==> config.mk <==
export PLATFORM = sky130hd
export DESIGN_NAME = tile_map_quad_generator_core_flat
export DESIGN_NICKNAME = d
export VERILOG_FILES = /design/src/design/tmqg_pkg.sv /design/src/design/tmqg_if.sv /design/src/design/tmqg_cfg_regs.sv /design/src/design/tmqg_divider.sv /design/src/design/tmqg_vertex_gen.sv /design/src/design/tile_map_quad_generator_core.sv /design/src/flat_wrapper.sv
export SDC_FILE = /design/constraint.sdc
export NUM_CORES = 2
export LEC_CHECK = 0
export BUFFER_PORTS_ARGS = -buffer_cell sky130_fd_sc_hd__buf_2
export CELL_PAD_IN_SITES_DETAIL_PLACEMENT = 1
export CELL_PAD_IN_SITES_GLOBAL_PLACEMENT = 2
export CORE_UTILIZATION = 30
export CTS_BUF_LIST = sky130_fd_sc_hd__clkbuf_16
export DETAILED_ROUTE_END_ITERATION = 7
export PLACE_DENSITY = 0.7
export SLEW_MARGIN = 20
export SYNTH_ARGS = -nofsm -noshare
export SYNTH_HDL_FRONTEND = slang
export SYNTH_SLANG_ARGS = --single-unit
==> constraint.sdc <==
create_clock -name clk -period 8.7 [get_ports clk]
set_input_delay 0.435 -clock clk [delete_from_list [all_inputs] [get_ports clk]]
set_output_delay 0.435 -clock clk [all_outputs]
set_load 0.005 [all_outputs]
==> src/design/tmqg_pkg.sv <==
// ----------------------------------------------------------------------------
// Tile map quad generator: package
// Sizes, register indexes, corner tables, shared types and clamp functions.
// ----------------------------------------------------------------------------
package tmqg_pkg;

    localparam int MAX_MAP_DIM     = 1024;
    localparam int MAX_TILE_SIZE   = 256;
    localparam int MAX_TILESET_DIM = 256;
    localparam int VERTS_PER_TILE  = 6;

    localparam int MAP_DIM_W   = $clog2(MAX_MAP_DIM + 1);
    localparam int COUNT_W     = $clog2(MAX_MAP_DIM);
    localparam int TILE_SIZE_W = $clog2(MAX_TILE_SIZE + 1);
    localparam int TSET_DIM_W  = $clog2(MAX_TILESET_DIM + 1);
    localparam int CELL_W      = $clog2(MAX_TILESET_DIM);
    localparam int TOTAL_W     = $clog2(MAX_TILESET_DIM * MAX_TILESET_DIM + 1);
    localparam int LOCAL_W     = $clog2(MAX_TILESET_DIM * MAX_TILESET_DIM);
    localparam int DIV_COUNT_W = $clog2(LOCAL_W);
    localparam int GID_W       = 32;
    localparam int POS_W       = 19;
    localparam int TEX_W       = 17;
    localparam int CORNER_W    = 3;
    localparam int CFG_INDEX_W = 3;
    localparam int CFG_DATA_W  = 32;

    localparam logic [CORNER_W-1:0] LAST_CORNER = CORNER_W'(VERTS_PER_TILE - 1);

    // corner offsets, bit k for corner k; unused codes read as zero
    localparam logic [2**CORNER_W-1:0] CORNER_X = 8'b0001_1010;
    localparam logic [2**CORNER_W-1:0] CORNER_Y = 8'b0011_0100;

    localparam logic [CFG_INDEX_W-1:0] REG_MAP_WIDTH    = 3'd0;
    localparam logic [CFG_INDEX_W-1:0] REG_MAP_HEIGHT   = 3'd1;
    localparam logic [CFG_INDEX_W-1:0] REG_TILE_WIDTH   = 3'd2;
    localparam logic [CFG_INDEX_W-1:0] REG_TILE_HEIGHT  = 3'd3;
    localparam logic [CFG_INDEX_W-1:0] REG_TILESET_COLS = 3'd4;
    localparam logic [CFG_INDEX_W-1:0] REG_TILESET_ROWS = 3'd5;
    localparam logic [CFG_INDEX_W-1:0] REG_FIRST_GID    = 3'd6;

    typedef struct packed {
        logic [MAP_DIM_W-1:0]   map_w;
        logic [MAP_DIM_W-1:0]   map_h;
        logic [TILE_SIZE_W-1:0] tile_w;
        logic [TILE_SIZE_W-1:0] tile_h;
        logic [TSET_DIM_W-1:0]  set_cols;
        logic [TSET_DIM_W-1:0]  set_rows;
        logic [GID_W-1:0]       first_gid;
        logic [TOTAL_W-1:0]     total;
    } cfg_t;

    typedef struct packed {
        logic [COUNT_W-1:0] col;
        logic [COUNT_W-1:0] row;
        logic [CELL_W-1:0]  cell_x;
        logic [CELL_W-1:0]  cell_y;
    } tile_job_t;

    typedef struct packed {
        logic busy;
        logic done;
    } div_status_t;

    function automatic logic [MAP_DIM_W-1:0] clamp_map(input logic [MAP_DIM_W-1:0] v);
        logic [MAP_DIM_W-1:0] r;
        r = v;
        if (v == '0)
            r = MAP_DIM_W'(1);
        else if (v > MAP_DIM_W'(MAX_MAP_DIM))
            r = MAP_DIM_W'(MAX_MAP_DIM);
        return r;
    endfunction

    function automatic logic [TILE_SIZE_W-1:0] clamp_tile(input logic [TILE_SIZE_W-1:0] v);
        logic [TILE_SIZE_W-1:0] r;
        r = v;
        if (v == '0)
            r = TILE_SIZE_W'(1);
        else if (v > TILE_SIZE_W'(MAX_TILE_SIZE))
            r = TILE_SIZE_W'(MAX_TILE_SIZE);
        return r;
    endfunction

    function automatic logic [TSET_DIM_W-1:0] clamp_tset(input logic [TSET_DIM_W-1:0] v);
        logic [TSET_DIM_W-1:0] r;
        r = v;
        if (v == '0)
            r = TSET_DIM_W'(1);
        else if (v > TSET_DIM_W'(MAX_TILESET_DIM))
            r = TSET_DIM_W'(MAX_TILESET_DIM);
        return r;
    endfunction

endpackage

==> src/design/tmqg_if.sv <==
// ----------------------------------------------------------------------------
// Tile map quad generator: channel interfaces
// Tile id input, vertex output and register write channels.
// ----------------------------------------------------------------------------
interface tmqg_tile_if
    import tmqg_pkg::*;
();
    logic             valid;
    logic             ready;
    logic [GID_W-1:0] gid;

    modport source (output valid, output gid, input ready);
    modport sink   (input valid, input gid, output ready);
endinterface

interface tmqg_vertex_if
    import tmqg_pkg::*;
();
    logic                valid;
    logic                ready;
    logic [POS_W-1:0]    pos_x;
    logic [POS_W-1:0]    pos_y;
    logic [TEX_W-1:0]    tex_u;
    logic [TEX_W-1:0]    tex_v;
    logic [CORNER_W-1:0] corner;
    logic                last_of_tile;

    modport source (output valid, output pos_x, output pos_y, output tex_u, output tex_v,
                    output corner, output last_of_tile, input ready);
    modport sink   (input valid, input pos_x, input pos_y, input tex_u, input tex_v,
                    input corner, input last_of_tile, output ready);
endinterface

interface tmqg_cfg_if
    import tmqg_pkg::*;
();
    logic                   valid;
    logic                   ready;
    logic [CFG_INDEX_W-1:0] index;
    logic [CFG_DATA_W-1:0]  data;

    modport source (output valid, output index, output data, input ready);
    modport sink   (input valid, input index, input data, output ready);
endinterface

==> src/design/tmqg_cfg_regs.sv <==
// ----------------------------------------------------------------------------
// Tile map quad generator: configuration registers
// Clamps size registers on write and keeps the tileset tile count.
// ----------------------------------------------------------------------------
module tmqg_cfg_regs
    import tmqg_pkg::*;
(
    input  logic       clk,
    input  logic       rst_n,
    tmqg_cfg_if.sink   cfg,
    output cfg_t       regs
);

    logic [MAP_DIM_W-1:0]   map_w_reg;
    logic [MAP_DIM_W-1:0]   map_h_reg;
    logic [TILE_SIZE_W-1:0] tile_w_reg;
    logic [TILE_SIZE_W-1:0] tile_h_reg;
    logic [TSET_DIM_W-1:0]  set_cols_reg;
    logic [TSET_DIM_W-1:0]  set_rows_reg;
    logic [GID_W-1:0]       first_gid_reg;
    logic [TOTAL_W-1:0]     total_reg;
    logic [TOTAL_W-1:0]     total_next;
    logic                   wr;

    assign cfg.ready  = 1'b1;
    assign wr         = cfg.valid && cfg.ready;
    assign total_next = TOTAL_W'(set_cols_reg) * TOTAL_W'(set_rows_reg);

    always_ff @(posedge clk or negedge rst_n)
    begin
        if (!rst_n)
        begin
            map_w_reg     <= MAP_DIM_W'(1);
            map_h_reg     <= MAP_DIM_W'(1);
            tile_w_reg    <= TILE_SIZE_W'(16);
            tile_h_reg    <= TILE_SIZE_W'(16);
            set_cols_reg  <= TSET_DIM_W'(1);
            set_rows_reg  <= TSET_DIM_W'(1);
            first_gid_reg <= GID_W'(1);
            total_reg     <= TOTAL_W'(1);
        end
        else
        begin
            total_reg <= total_next;
            if (wr)
            begin
                unique case (cfg.index)
                    REG_MAP_WIDTH:    map_w_reg    <= clamp_map(cfg.data[MAP_DIM_W-1:0]);
                    REG_MAP_HEIGHT:   map_h_reg    <= clamp_map(cfg.data[MAP_DIM_W-1:0]);
                    REG_TILE_WIDTH:   tile_w_reg   <= clamp_tile(cfg.data[TILE_SIZE_W-1:0]);
                    REG_TILE_HEIGHT:  tile_h_reg   <= clamp_tile(cfg.data[TILE_SIZE_W-1:0]);
                    REG_TILESET_COLS: set_cols_reg <= clamp_tset(cfg.data[TSET_DIM_W-1:0]);
                    REG_TILESET_ROWS: set_rows_reg <= clamp_tset(cfg.data[TSET_DIM_W-1:0]);
                    REG_FIRST_GID:    first_gid_reg <= cfg.data[GID_W-1:0];
                    default:          ;
                endcase
            end
        end
    end

    assign regs = '{map_w: map_w_reg, map_h: map_h_reg, tile_w: tile_w_reg,
                    tile_h: tile_h_reg, set_cols: set_cols_reg, set_rows: set_rows_reg,
                    first_gid: first_gid_reg, total: total_reg};

endmodule

==> src/design/tmqg_divider.sv <==
// ----------------------------------------------------------------------------
// Tile map quad generator: serial divider
// Restoring division, one quotient bit per cycle.
// ----------------------------------------------------------------------------
module tmqg_divider
    import tmqg_pkg::*;
(
    input  logic                  clk,
    input  logic                  rst_n,
    input  logic                  start,
    input  logic [LOCAL_W-1:0]    dividend,
    input  logic [TSET_DIM_W-1:0] divisor,
    output div_status_t           status,
    output logic [LOCAL_W-1:0]    quotient,
    output logic [TSET_DIM_W-1:0] remainder
);

    logic                   busy_reg;
    logic                   done_reg;
    logic [DIV_COUNT_W-1:0] count_reg;
    logic [LOCAL_W-1:0]     quo_reg;
    logic [LOCAL_W-1:0]     quo_next;
    logic [TSET_DIM_W-1:0]  rem_reg;
    logic [TSET_DIM_W-1:0]  rem_next;
    logic [TSET_DIM_W:0]    trial;
    logic [TSET_DIM_W:0]    diff;
    logic                   ge;

    always_comb
    begin
        trial    = {rem_reg, quo_reg[LOCAL_W-1]};
        diff     = trial - {1'b0, divisor};
        ge       = trial >= {1'b0, divisor};
        rem_next = ge ? diff[TSET_DIM_W-1:0] : trial[TSET_DIM_W-1:0];
        quo_next = {quo_reg[LOCAL_W-2:0], ge};
    end

    always_ff @(posedge clk or negedge rst_n)
    begin
        if (!rst_n)
        begin
            busy_reg  <= 1'b0;
            done_reg  <= 1'b0;
            count_reg <= '0;
        end
        else
        begin
            done_reg <= 1'b0;
            if (start)
            begin
                busy_reg  <= 1'b1;
                count_reg <= DIV_COUNT_W'(LOCAL_W - 1);
            end
            else if (busy_reg)
            begin
                count_reg <= count_reg - DIV_COUNT_W'(1);
                if (count_reg == '0)
                begin
                    busy_reg <= 1'b0;
                    done_reg <= 1'b1;
                end
            end
        end
    end

    always_ff @(posedge clk)
    begin
        if (start)
        begin
            quo_reg <= dividend;
            rem_reg <= '0;
        end
        else if (busy_reg)
        begin
            quo_reg <= quo_next;
            rem_reg <= rem_next;
        end
    end

    assign status    = '{busy: busy_reg, done: done_reg};
    assign quotient  = quo_reg;
    assign remainder = rem_reg;

endmodule

==> src/design/tmqg_vertex_gen.sv <==
// ----------------------------------------------------------------------------
// Tile map quad generator: vertex generator
// Forms base products once per tile, then steps through the six corners.
// ----------------------------------------------------------------------------
module tmqg_vertex_gen
    import tmqg_pkg::*;
(
    input  logic                   clk,
    input  logic                   rst_n,
    input  logic                   start,
    input  tile_job_t              job,
    input  logic [TILE_SIZE_W-1:0] tile_w,
    input  logic [TILE_SIZE_W-1:0] tile_h,
    output logic                   busy,
    tmqg_vertex_if.source          vertex
);

    localparam logic [1:0] G_IDLE = 2'd0;
    localparam logic [1:0] G_BASE = 2'd1;
    localparam logic [1:0] G_LOAD = 2'd2;
    localparam logic [1:0] G_EMIT = 2'd3;

    logic [1:0]          state_reg;
    logic [1:0]          state_next;
    logic [CORNER_W-1:0] corner_reg;
    logic [CORNER_W-1:0] corner_next;
    logic                valid_reg;
    logic                valid_next;
    logic                load;

    tile_job_t           job_reg;
    logic [POS_W-1:0]    base_x_reg;
    logic [POS_W-1:0]    base_y_reg;
    logic [TEX_W-1:0]    base_u_reg;
    logic [TEX_W-1:0]    base_v_reg;
    logic [POS_W-1:0]    pos_x_reg;
    logic [POS_W-1:0]    pos_y_reg;
    logic [TEX_W-1:0]    tex_u_reg;
    logic [TEX_W-1:0]    tex_v_reg;
    logic [CORNER_W-1:0] out_corner_reg;
    logic                last_reg;
    logic                cx;
    logic                cy;

    assign cx = CORNER_X[corner_reg];
    assign cy = CORNER_Y[corner_reg];

    always_comb
    begin
        state_next  = state_reg;
        corner_next = corner_reg;
        valid_next  = valid_reg;
        load        = 1'b0;
        unique case (state_reg)
            G_IDLE:
            begin
                if (start)
                begin
                    state_next = G_BASE;
                end
            end
            G_BASE:
            begin
                corner_next = '0;
                state_next  = G_LOAD;
            end
            G_LOAD:
            begin
                load        = 1'b1;
                valid_next  = 1'b1;
                corner_next = corner_reg + CORNER_W'(1);
                state_next  = G_EMIT;
            end
            G_EMIT:
            begin
                if (vertex.ready)
                begin
                    if (last_reg)
                    begin
                        valid_next = 1'b0;
                        state_next = G_IDLE;
                    end
                    else
                    begin
                        load        = 1'b1;
                        corner_next = corner_reg + CORNER_W'(1);
                    end
                end
            end
            default:
            begin
                state_next = G_IDLE;
            end
        endcase
    end

    always_ff @(posedge clk or negedge rst_n)
    begin
        if (!rst_n)
        begin
            state_reg  <= G_IDLE;
            corner_reg <= '0;
            valid_reg  <= 1'b0;
        end
        else
        begin
            state_reg  <= state_next;
            corner_reg <= corner_next;
            valid_reg  <= valid_next;
        end
    end

    always_ff @(posedge clk)
    begin
        if (start && (state_reg == G_IDLE))
        begin
            job_reg <= job;
        end
        if (state_reg == G_BASE)
        begin
            base_x_reg <= POS_W'(job_reg.col) * POS_W'(tile_w);
            base_y_reg <= POS_W'(job_reg.row) * POS_W'(tile_h);
            base_u_reg <= TEX_W'(job_reg.cell_x) * TEX_W'(tile_w);
            base_v_reg <= TEX_W'(job_reg.cell_y) * TEX_W'(tile_h);
        end
        if (load)
        begin
            pos_x_reg      <= base_x_reg + (cx ? POS_W'(tile_w) : POS_W'(0));
            pos_y_reg      <= base_y_reg + (cy ? POS_W'(tile_h) : POS_W'(0));
            tex_u_reg      <= base_u_reg + (cx ? TEX_W'(tile_w) : TEX_W'(0));
            tex_v_reg      <= base_v_reg + (cy ? TEX_W'(tile_h) : TEX_W'(0));
            out_corner_reg <= corner_reg;
            last_reg       <= (corner_reg == LAST_CORNER);
        end
    end

    assign busy                = (state_reg != G_IDLE);
    assign vertex.valid        = valid_reg;
    assign vertex.pos_x        = pos_x_reg;
    assign vertex.pos_y        = pos_y_reg;
    assign vertex.tex_u        = tex_u_reg;
    assign vertex.tex_v        = tex_v_reg;
    assign vertex.corner       = out_corner_reg;
    assign vertex.last_of_tile = last_reg;

endmodule

==> src/design/tile_map_quad_generator_core.sv <==
// ----------------------------------------------------------------------------
// Tile map quad generator core
// Turns raster-ordered tile ids into six textured vertices per drawn tile.
//
//   channel  role    carries
//   tile     sink    gid
//   vertex   source  pos_x, pos_y, tex_u, tex_v, corner, last_of_tile
//   cfg      sink    index, data (always ready)
//
// A skipped tile only passes through the check state; a drawn tile spends
// most of its time in the serial divider, which forms the quotient of the
// 16-bit local id one bit at a time.
// Reset is asynchronous, active low; no clearing pass is needed.
// A stalled vertex holds in the output register; tile.ready stays low until
// the sixth vertex transaction completes.
// ----------------------------------------------------------------------------
module tile_map_quad_generator_core
    import tmqg_pkg::*;
(
    input  logic          clk,
    input  logic          rst_n,
    tmqg_tile_if.sink     tile,
    tmqg_vertex_if.source vertex,
    tmqg_cfg_if.sink      cfg
);

    localparam logic [1:0] ST_IDLE   = 2'd0;
    localparam logic [1:0] ST_CHECK  = 2'd1;
    localparam logic [1:0] ST_DIVIDE = 2'd2;

    cfg_t                  regs;
    div_status_t           div_status;
    tile_job_t             job;
    logic [LOCAL_W-1:0]    quotient;
    logic [TSET_DIM_W-1:0] remainder;
    logic                  gen_busy;

    logic [1:0]            state_reg;
    logic [1:0]            state_next;
    logic [COUNT_W-1:0]    col_reg;
    logic [COUNT_W-1:0]    col_next;
    logic [COUNT_W-1:0]    row_reg;
    logic [COUNT_W-1:0]    row_next;
    logic [GID_W-1:0]      gid_reg;
    logic [COUNT_W-1:0]    item_col_reg;
    logic [COUNT_W-1:0]    item_row_reg;

    logic                  tile_acc;
    logic [MAP_DIM_W-1:0]  col_inc;
    logic [MAP_DIM_W-1:0]  row_inc;
    logic [GID_W:0]        diff;
    logic                  in_range;
    logic                  div_start;
    logic                  gen_start;

    tmqg_cfg_regs u_cfg_regs (
        .clk   (clk),
        .rst_n (rst_n),
        .cfg   (cfg),
        .regs  (regs)
    );

    assign tile.ready = (state_reg == ST_IDLE) && !gen_busy;
    assign tile_acc   = tile.valid && tile.ready;

    always_comb
    begin
        col_inc  = {1'b0, col_reg} + MAP_DIM_W'(1);
        row_inc  = {1'b0, row_reg} + MAP_DIM_W'(1);
        col_next = col_reg;
        row_next = row_reg;
        if (tile_acc)
        begin
            if (col_inc >= regs.map_w)
            begin
                col_next = '0;
                row_next = (row_inc >= regs.map_h) ? '0 : row_inc[COUNT_W-1:0];
            end
            else
            begin
                col_next = col_inc[COUNT_W-1:0];
            end
        end
    end

    always_comb
    begin
        diff     = {1'b0, gid_reg} - {1'b0, regs.first_gid};
        in_range = (gid_reg != '0) && !diff[GID_W] && (diff[GID_W-1:TOTAL_W] == '0)
                   && (diff[TOTAL_W-1:0] < regs.total);
    end

    always_comb
    begin
        state_next = state_reg;
        div_start  = 1'b0;
        gen_start  = 1'b0;
        unique case (state_reg)
            ST_IDLE:
            begin
                if (tile_acc)
                begin
                    state_next = ST_CHECK;
                end
            end
            ST_CHECK:
            begin
                if (in_range)
                begin
                    div_start  = 1'b1;
                    state_next = ST_DIVIDE;
                end
                else
                begin
                    state_next = ST_IDLE;
                end
            end
            ST_DIVIDE:
            begin
                if (div_status.done)
                begin
                    gen_start  = 1'b1;
                    state_next = ST_IDLE;
                end
            end
            default:
            begin
                state_next = ST_IDLE;
            end
        endcase
    end

    always_ff @(posedge clk or negedge rst_n)
    begin
        if (!rst_n)
        begin
            state_reg <= ST_IDLE;
            col_reg   <= '0;
            row_reg   <= '0;
        end
        else
        begin
            state_reg <= state_next;
            col_reg   <= col_next;
            row_reg   <= row_next;
        end
    end

    always_ff @(posedge clk)
    begin
        if (tile_acc)
        begin
            gid_reg      <= tile.gid;
            item_col_reg <= col_reg;
            item_row_reg <= row_reg;
        end
    end

    tmqg_divider u_divider (
        .clk       (clk),
        .rst_n     (rst_n),
        .start     (div_start),
        .dividend  (diff[LOCAL_W-1:0]),
        .divisor   (regs.set_cols),
        .status    (div_status),
        .quotient  (quotient),
        .remainder (remainder)
    );

    assign job = '{col: item_col_reg, row: item_row_reg,
                   cell_x: remainder[CELL_W-1:0], cell_y: quotient[CELL_W-1:0]};

    tmqg_vertex_gen u_vertex_gen (
        .clk    (clk),
        .rst_n  (rst_n),
        .start  (gen_start),
        .job    (job),
        .tile_w (regs.tile_w),
        .tile_h (regs.tile_h),
        .busy   (gen_busy),
        .vertex (vertex)
    );

endmodule

==> src/flat_wrapper.sv <==
// flat-port wrapper written by rule: the top's interface ports become plain ports
module tile_map_quad_generator_core_flat import tmqg_pkg::*;
  (clk, rst_n, tile_valid, tile_gid, tile_ready, vertex_valid, vertex_pos_x, vertex_pos_y, vertex_tex_u, vertex_tex_v, vertex_corner, vertex_last_of_tile, vertex_ready, cfg_valid, cfg_index, cfg_data, cfg_ready);
  tmqg_tile_if tile_i ();
  tmqg_vertex_if vertex_i ();
  tmqg_cfg_if cfg_i ();
  input  logic clk;
  input  logic rst_n;
  input wire logic [$bits(tile_i.valid)-1:0] tile_valid;
  input wire logic [$bits(tile_i.gid)-1:0] tile_gid;
  output wire logic [$bits(tile_i.ready)-1:0] tile_ready;
  output wire logic [$bits(vertex_i.valid)-1:0] vertex_valid;
  output wire logic [$bits(vertex_i.pos_x)-1:0] vertex_pos_x;
  output wire logic [$bits(vertex_i.pos_y)-1:0] vertex_pos_y;
  output wire logic [$bits(vertex_i.tex_u)-1:0] vertex_tex_u;
  output wire logic [$bits(vertex_i.tex_v)-1:0] vertex_tex_v;
  output wire logic [$bits(vertex_i.corner)-1:0] vertex_corner;
  output wire logic [$bits(vertex_i.last_of_tile)-1:0] vertex_last_of_tile;
  input wire logic [$bits(vertex_i.ready)-1:0] vertex_ready;
  input wire logic [$bits(cfg_i.valid)-1:0] cfg_valid;
  input wire logic [$bits(cfg_i.index)-1:0] cfg_index;
  input wire logic [$bits(cfg_i.data)-1:0] cfg_data;
  output wire logic [$bits(cfg_i.ready)-1:0] cfg_ready;
  assign tile_i.valid = tile_valid;
  assign tile_i.gid = tile_gid;
  assign tile_ready = tile_i.ready;
  assign vertex_valid = vertex_i.valid;
  assign vertex_pos_x = vertex_i.pos_x;
  assign vertex_pos_y = vertex_i.pos_y;
  assign vertex_tex_u = vertex_i.tex_u;
  assign vertex_tex_v = vertex_i.tex_v;
  assign vertex_corner = vertex_i.corner;
  assign vertex_last_of_tile = vertex_i.last_of_tile;
  assign vertex_i.ready = vertex_ready;
  assign cfg_i.valid = cfg_valid;
  assign cfg_i.index = cfg_index;
  assign cfg_i.data = cfg_data;
  assign cfg_ready = cfg_i.ready;
  tile_map_quad_generator_core u_core (.clk(clk), .rst_n(rst_n), .tile(tile_i), .vertex(vertex_i), .cfg(cfg_i));
endmodule
==> flow_summary.ini <==
[floorplan]
core_um2 = 105000
start_util = 0.303
rows = 119
num_io_pins = 151
die_w_um = 328
dieArea_um2 = 108000
die_height_um = 328

[cts]
cts_tree = built
cts_resized = 0
numCtsBuffers = 50
htree_levels = 2
cts_root_buffer = clkbuf_16
clock-sinks = 402
clk_pin_slew_worst_paths_ps = 60
cts.path.max_buffers = 3
insertion_delay_ps = 650

[setup_path]
r2r-start = u_core.gid_reg[1]
worstSetupPathType = reg2reg
cp.arrival_ps = 6210
rr_worst_depth = 19
crit_path_start = u_core.gid_reg[1]
path_cells = ha_1 -> nor2b_1 -> o31a_1 -> or4_4 -> nand3_2 -> a21boi_2 -> a31oi_1 -> xnor2_1 -> ha_1 -> and4_1 -> a221oi_1 -> o2111ai_1 -> nor4b_1 -> and4b_1 -> nand4_1 -> or4_4 -> nor4_4 -> buf_4 -> or2_2
cp.required_ps = 8990
slowest_stage = or4_4
cp_max_fo = 17
crit_buf_inv = 1
r2r_end = u_core.u_divider.quotient[0]
max_stage_delay_ps = 530
startpoint_type = flop
cpLargestDelayFamily = simple AND/OR/NAND/NOR gates
crit_end = u_core.u_divider.quotient[0]
worst-path-stages = 19
r2r_slack_ps = 2790
endpoint_kind = flop

[placed_design]
pre_cts_ws_ps = 2170
portBuffers = 149
place_hpwl_mm = 58.5
dpl_cell_area_um2 = 34200
gp_congestion = 0.786
placedCellCount = 4553

[sta]
worstMarginPinSlew_ps = 994
tns_ps = 0
holdWs_ps = 66.9
hold_viol_final = 0
fmax_mhz = 169
setup_ws_ps = 2790
fin_crit_ps = 5910
rsz0062_at_grt = false
final-max-slew-violation-count = 0
finalSetupViolations = 0
slew_headroom = 0.337
fin_worst_skew_ps = 31.4
fin_crit_sh = 0.680

[logic_synthesis]
yosysSeqAreaShare = 0.354
yosys_warnings = 0
synth_flop_cell = edfxtp_1
synth_nets = 3731
synth_top_area_cell = edfxtp_1
synthCells = 3092
synth_area_leaders = edfxtp_1, fa_1, ha_1
netlist.area_leader.share = 0.237
synth-edff-count = 252
syn_area_per_cell_um2 = 10.3
synth.most_common_cell = inv_1
synth.cell_area_um2 = 31900
ys_types = 68
ys_seq_elements = 402
yosys-top-cells-count = inv_1, ha_1, and2_1, nand2_1, fa_1
async_flop_share = 0.351

[drt]
ant_nets = 0
post-route-drc-count = 48
drt_iter0_drc = 763
wl_mm = 76.5
viasPerCell = 4.60
vias = 21611
wl_per_cell_um = 16.3
drt_first_pass_iters = 6

[pwr]
peakVddDrop_mv = 0.142
p_leak_nw = 16.9
p_per_area_nw_per_um2 = 192
p_total_mw = 7.01

[job]
max_cap_violations = 0

[final_layout]
nNetsFinal = 3908
final_cells = 4703
seqCellArea_um2 = 11300
nFillCells = 11975
largest_reg_flops = 36
multi_input_area_um2 = 18500
final_cell_area_um2 = 36500
syn_to_final_growth_pct = 14.2
final_core_util = 0.346
drive_gt1_frac = 0.0976

[status]
violations = design-rule violations
status = complete, but fails checks

[hold_path]
hold_class = in2reg

[global_route]
grtUsageTotal = 0.146
grt_pass1_wl_mm = 126
grt_pass1_vias = 23171
globalRouteOverflowTotal = 0
grt_max_degree = 77
antenna_found_initial = 7
final cells by class:
cell class | count | share of cell area
Clock buffer | 51 | 0.0350
Tap cell | 1391 | 0.0477
Antenna cell | 1 | 0.0000686
Inverter | 496 | 0.0511
Multi-Input combinational cell | 2106 | 0.506
Timing Repair Buffer | 213 | 0.0379
Clock inverter | 43 | 0.0125
Sequential cell | 402 | 0.310
worst min path at each step:
stage	start	end	depth (start not counted)
after floorplan	rst_n	u_core.col_reg[0]	0
after global placement	u_core.item_row_reg[6]	u_core.u_vertex_gen.job_reg[22]	0
after detailed placement	u_core.item_row_reg[9]	u_core.u_vertex_gen.job_reg[25]	0
after CTS	tile_gid[2]	u_core.gid_reg[2]	1
after global routing	tile_gid[2]	u_core.gid_reg[2]	1
final	tile_gid[2]	u_core.gid_reg[2]	1
cells in the final DEF, fill, tap and decap left out, types with 53 or more instances in the layout:
cell type and n:
mux2_2 58, buf_2 148, edfxtp_1 252, inv_1 503, fa_1 253, ha_1 313
and2_1 294, nand2_1 257, dlygate4sd3_1 53, nor2_1 127, o21ai_0 139, dfrtp_1 133
xnor2_1 119, a21oi_1 97
power breakdown:
| part | leakage [nW] | internal, mW | switching [mW] |
|---|---|---|---|
| Clock | 0.871 | 1.31 | 0.908 |
| Sequential | 4.22 | 2.23 | 0.194 |
| Combinational | 11.8 | 1.06 | 1.31 |
| Total | 16.9 | 4.61 | 2.41 |
cells by family (layout without fill, tap and decap cells):
family / count (synthesis) / after routing / share of synthesized area
fa+ha+maj: 567 / 567 / 0.282
buf+inv: 584 / 803 / 0.0693
simple gates: 895 / 895 / 0.145
flops: 402 / 402 / 0.354
compound gates: 406 / 406 / 0.0792
other cells: 1 / 2 / 0.000117
mux: 78 / 78 / 0.0272
xor+xnor: 159 / 159 / 0.0436
worst register-to-register path, stage by stage, from the launching register on:
cell and delay [ps]:
edfxtp_1 420, ha_1 300, nor2b_1 140, o31a_1 280, or4_4 530, nand3_2 120, a21boi_2 120, a31oi_1 220
xnor2_1 190, ha_1 290, and4_1 230, a221oi_1 260, o2111ai_1 150, nor4b_1 250, and4b_1 230, nand4_1 100
or4_4 510, nor4_4 430, buf_4 360, or2_2 430
metal layers:
metal  part of all wire  vias to the layer above  wire length [um]  global-route usage
met3              0.034                       99              2580              0.0234
met1               0.47                    10804             36100               0.192
met2               0.47                      212             36000               0.246
li1                   -                    10484                 -                   -
met5            0.00090                        -                69                   0
met4              0.022                       12              1720              0.0403
what timing repair did:
item / CTS / global route
hold buffers: 53 / 0
endpoints found under the hold margin: 102 / 0
buffers inserted: 0 / 0
No activity file was read; power rests on OpenSTA's default activity.
